$ cat src/rtl/skrt_pkg.sv
`timescale 1ns / 1ps
`default_nettype none
// ----------------------------------------------------------------------------
// skrt_pkg
// types, codes and sizes shared by the sorted key record table
// ----------------------------------------------------------------------------
package skrt_pkg;

  localparam int DEPTH = 32;
  localparam int CNT_W = $clog2(DEPTH + 1);

  typedef enum logic [1:0] {
    OP_INSERT = 2'd0,
    OP_DELETE = 2'd1,
    OP_LIST   = 2'd2
  } opcode_t;

  typedef enum logic [1:0] {
    ST_OK        = 2'd0,
    ST_FULL      = 2'd1,
    ST_NOT_FOUND = 2'd2,
    ST_EMPTY     = 2'd3
  } status_t;

  typedef enum logic [1:0] {
    CELL_HOLD = 2'd0,
    CELL_INS  = 2'd1,
    CELL_DEL  = 2'd2,
    CELL_ROT  = 2'd3
  } cell_op_t;

  typedef enum logic {
    S_IDLE = 1'b0,
    S_LIST = 1'b1
  } state_t;

  typedef struct packed {
    logic [31:0] key;
    logic [63:0] name_low;
    logic [63:0] name_mid;
    logic [31:0] name_high;
    logic [31:0] marks;
  } rec_t;

  // broadcast command from the controller to every cell; the compare key
  // travels on its own wire so the match tree does not feed back into it
  typedef struct packed {
    cell_op_t    op;
    logic        found;
    rec_t        rec;
  } cell_cmd_t;

endpackage
`default_nettype wire

$ cat src/rtl/skrt_cell.sv
`timescale 1ns / 1ps
`default_nettype none
// ----------------------------------------------------------------------------
// skrt_cell
// one slot of the sorted chain: holds a record, compares it against the
// broadcast key and takes the new record or a neighbor's record
// ----------------------------------------------------------------------------
module skrt_cell
  import skrt_pkg::*;
(
  input  wire logic        clk,
  input  wire cell_cmd_t   cmd,
  input  wire logic [31:0] key,          // broadcast compare key
  input  wire logic        head,         // first cell: equal key counts as ahead
  input  wire logic        occ,          // slot holds a live entry
  input  wire logic        tail,         // last live entry
  input  wire logic        left_before,
  input  wire logic        left_occ,
  input  wire rec_t        left_rec,
  input  wire rec_t        right_rec,
  input  wire rec_t        head_rec,
  output logic             ahead,        // new key goes after this slot
  output logic             match,
  output rec_t             rec
);

  logic key_lt;
  logic key_eq;

  assign key_lt = $signed(rec.key) < $signed(key);
  assign key_eq = rec.key == key;

  assign ahead = occ && (key_lt || (head && key_eq));
  assign match = occ && key_eq;

  always_ff @(posedge clk) begin
    case (cmd.op)
      CELL_INS: begin
        if (left_before && !ahead) begin
          rec <= cmd.rec;
        end else if (!left_before && left_occ) begin
          rec <= left_rec;
        end
      end
      CELL_DEL: begin
        // every slot from the first match on moves one place toward the head
        if (cmd.found && occ && !key_lt) begin
          rec <= right_rec;
        end
      end
      CELL_ROT: begin
        rec <= tail ? head_rec : right_rec;
      end
      default: begin
      end
    endcase
  end

endmodule
`default_nettype wire

$ cat config.mk
export PLATFORM = sky130hd
export DESIGN_NAME = skrt_cell
export DESIGN_NICKNAME = d
export VERILOG_FILES = /design/src/rtl/skrt_pkg.sv /design/src/rtl/skrt_cell.sv
export SDC_FILE = /design/constraint.sdc
export NUM_CORES = 1
export LEC_CHECK = 0
export BUFFER_PORTS_ARGS = -buffer_cell sky130_fd_sc_hd__buf_2
export CAP_MARGIN = 15
export CORE_AREA = 5 5 445 447
export CTS_CLUSTER_SIZE = 14
export DETAILED_ROUTE_END_ITERATION = 7
export DIE_AREA = 0 0 450 452
export PLACE_DENSITY = 0.3
export SYNTH_ARGS = -nofsm -noshare
export SYNTH_HDL_FRONTEND = slang
export SYNTH_SLANG_ARGS = --single-unit
$ cat constraint.sdc
create_clock -name clk -period 31.6 [get_ports clk]
set_input_delay 3.16 -clock clk [delete_from_list [all_inputs] [get_ports clk]]
set_output_delay 3.16 -clock clk [all_outputs]
set_load 0.01 [all_outputs]
==> results.cfg <==
[global_routing]
antenna_found_initial = 133
grt_pass1_vias = 19090
grt-ovfl-total = 0
grt.total_usage = 0.140
grt_use_met2 = 0.255
grt_pass1_wl_mm = 192
grtUsageMet1 = 0.165
grt_use_met3 = 0.0392
grt-busiest-layer = met2
grt_max_degree = 105

[final_layout]
area_growth_pct = 66.3
top_regs = rec (224)
fin_area_um2 = 24400
fill_cells = 22416
finalNetCount = 3451
layout_commonest_cell = buf_2
largest_register = rec
final_cell_mix = 1,161 x buf_2, 450 x nand3_1, 224 x a222oi_1, 224 x edfxtp_1, 223 x nand3b_1
largest_register_ffs = 224
drive_gt1_frac = 0.499

[drt]
routed_wl_mm = 152
drtAntennaViolNets = 0
wl_per_cell_um = 30.0
dr.pass1.iters = 8
vias_per_cell = 3.82
drtIter0Drc = 2605
vias = 19375
drc = 53

[synth]
ys_types = 36
syn_avg_cell_area_um2 = 10.3
ys_seq_area_frac = 0.458
synth_cells = 1424
yosys_warnings = 0
synth_fp_nets = 2393
syn_area_um2 = 14700
ys_ff_latch = 224

[sta]
slew_headroom = 0.350
setup_viol = 0
fin_crit_ns = 9.02
slew_violations = 0
rsz0062_at_grt = no
period_share = 0.286
fmax_mhz = 111
postLayoutSetupSlackWorst_ns = 22.58
finalClockSkew_ns = 0.0238
hold_viol_final = 0
tightest_slew_ns = 0.975
setup_tns_ns = 0

[worst_hold_path]
hold_depth = 7
min_from = rec[223]
hold_class = reg2reg
worstHoldEndpoint = rec[210]

[clock_network]
cts_made_buffers = 37
cts_root_buffer = clkbuf_16
clkSinkCount = 224
cts-resized-gates = 0
cts_buffer_depth = 3
cts_setup_buffers = 0
cts_hold_buf = 0
cts_tree = built
insertion_delay_ns = 0.60
clk_pin_slew_ns = 0.05
h-tree-depth = 2

[placement]
port_buffers = 1162
dp.final_hpwl_mm = 125
post-place-ws_ns = 22.57
place_area_um2 = 23100
gp_congestion = 0.898

[die]
die_h_um = 452
rows = 162
coreArea_um2 = 194000
boundaryPins = 1163
initial_utilization = 0.0758
fp.dieW_um = 450
die_area_um2 = 203000

[power]
power_mw = 1.19
vdd_drop_max_mv = 0.0291
p_per_area_nw_per_um2 = 48.8
p_leak_nw = 10.0

[worst_setup_path]
path_max_fanout = 61
end_kind = output pin
start_kind = input port
arrival_ns = 5.86
crit_type = in2out
r2r-end = rec[99]
r2r-start = rec[206]
r2r_slack_ns = 26.01
crit_required_ns = 28.44
rr_worst_depth = 13

[outcome]
status = complete, but fails checks
violations = design-rule violations

[job]
maxCapViolations = 0
## power breakdown
| group | internal [mW] | switching [mW] | leakage, nW | total (mW) |
|---|---|---|---|---|
| clock network | 0.281 | 0.179 | 0.622 | 0.459 |
| registers | 0.379 | 0.0181 | 2.19 | 0.397 |
| logic | 0.117 | 0.219 | 7.22 | 0.336 |
| total | 0.777 | 0.416 | 10.0 | 1.19 |
## cell usage after synthesis
library cell | count | share of area
a211o_1 | 1 | 0.00060
inv_6 | 1 | 0.00060
a222oi_1 | 224 | 0.15
nand2_1 | 8 | 0.0020
buf_4 | 1 | 0.00051
or4b_1 | 1 | 0.00068
buf_6 | 28 | 0.021
nor4_1 | 2 | 0.00085
o21ai_0 | 4 | 0.0014
clkbuf_1 | 117 | 0.030
nor3_1 | 2 | 0.00068
and2_1 | 2 | 0.00085
and3_1 | 2 | 0.00085
nor2_1 | 2 | 0.00051
inv_1 | 34 | 0.0087
and4_1 | 1 | 0.00060
a21oi_1 | 18 | 0.0061
a31oi_1 | 1 | 0.00043
a32oi_1 | 1 | 0.00060
ha_1 | 32 | 0.027
a211oi_1 | 1 | 0.00051
o211ai_2 | 1 | 0.00085
nor2b_1 | 2 | 0.00085
o211ai_1 | 1 | 0.00051
buf_8 | 1 | 0.0010
nand4_1 | 7 | 0.0030
buf_2 | 12 | 0.0041
a41oi_1 | 1 | 0.00060
buf_1 | 13 | 0.0033
a21o_1 | 2 | 0.0010
a21boi_0 | 2 | 0.0010
a21boi_1 | 1 | 0.00051
nand3_1 | 450 | 0.15
edfxtp_1 | 224 | 0.46
xor2_1 | 1 | 0.00060
nand3b_1 | 223 | 0.11
## area by class of cell
| class | instances | area (um^2) | share of cell area |
|---|---|---|---|
| clock inverter | 23 | 289 | 0.0118 |
| antenna | 20 | 50.0 | 0.00205 |
| clock buffer | 44 | 995 | 0.0407 |
| inverter | 35 | 139 | 0.00568 |
| tap | 2542 | 3180 | 0.130 |
| sequential | 224 | 6730 | 0.275 |
| multi-input combinational | 993 | 6990 | 0.286 |
| timing repair buffer | 1191 | 6060 | 0.248 |
## metal layers
layer | up-vias | share of wire
met5 | - | 0.00069
met4 | 16 | 0.021
met3 | 259 | 0.087
met2 | 1271 | 0.51
met1 | 9679 | 0.38
li1 | 8150 | -
## worst max-delay path, cell delays in order
cell and delay (ns):
buf_2 0.08, inv_1 0.04, ha_1 0.30, nand4_1 0.19, nor3_1 0.10, a21boi_1 0.13, or4b_1 0.70, a211o_1 0.33
and2_4 0.16, inv_8 0.27, buf_2 0.24
## how the worst max path moves through the flow
stage	startpoint	endpoint	cells past startpoint
floorplan	key[14]	rec[0]	10
global placement	key[15]	ahead	11
detailed placement	key[15]	ahead	11
CTS	key[15]	ahead	11
global route	key[15]	ahead	11
finish	key[15]	ahead	11
## stage by stage
stage / hold slack (ns) / std cells / util
after global routing: 1.58 / 5059 / 0.126
after global placement: 1.50 / 4985 / 0.119
after detailed placement: 1.50 / 4985 / 0.119
final: 1.45 / 5072 / 0.126
after floorplan: 1.18 / 1424 / -
after CTS: 1.51 / 5052 / 0.126
## logic make-up after synthesis
kind of cell,after synthesis,synth area share
compound gates,258,0.167
xor+xnor,1,0.000596
fa+ha+maj,32,0.0272
buf+inv,207,0.0696
flops,224,0.458
simple gates,702,0.278
(Power assumes the default switching activity.)
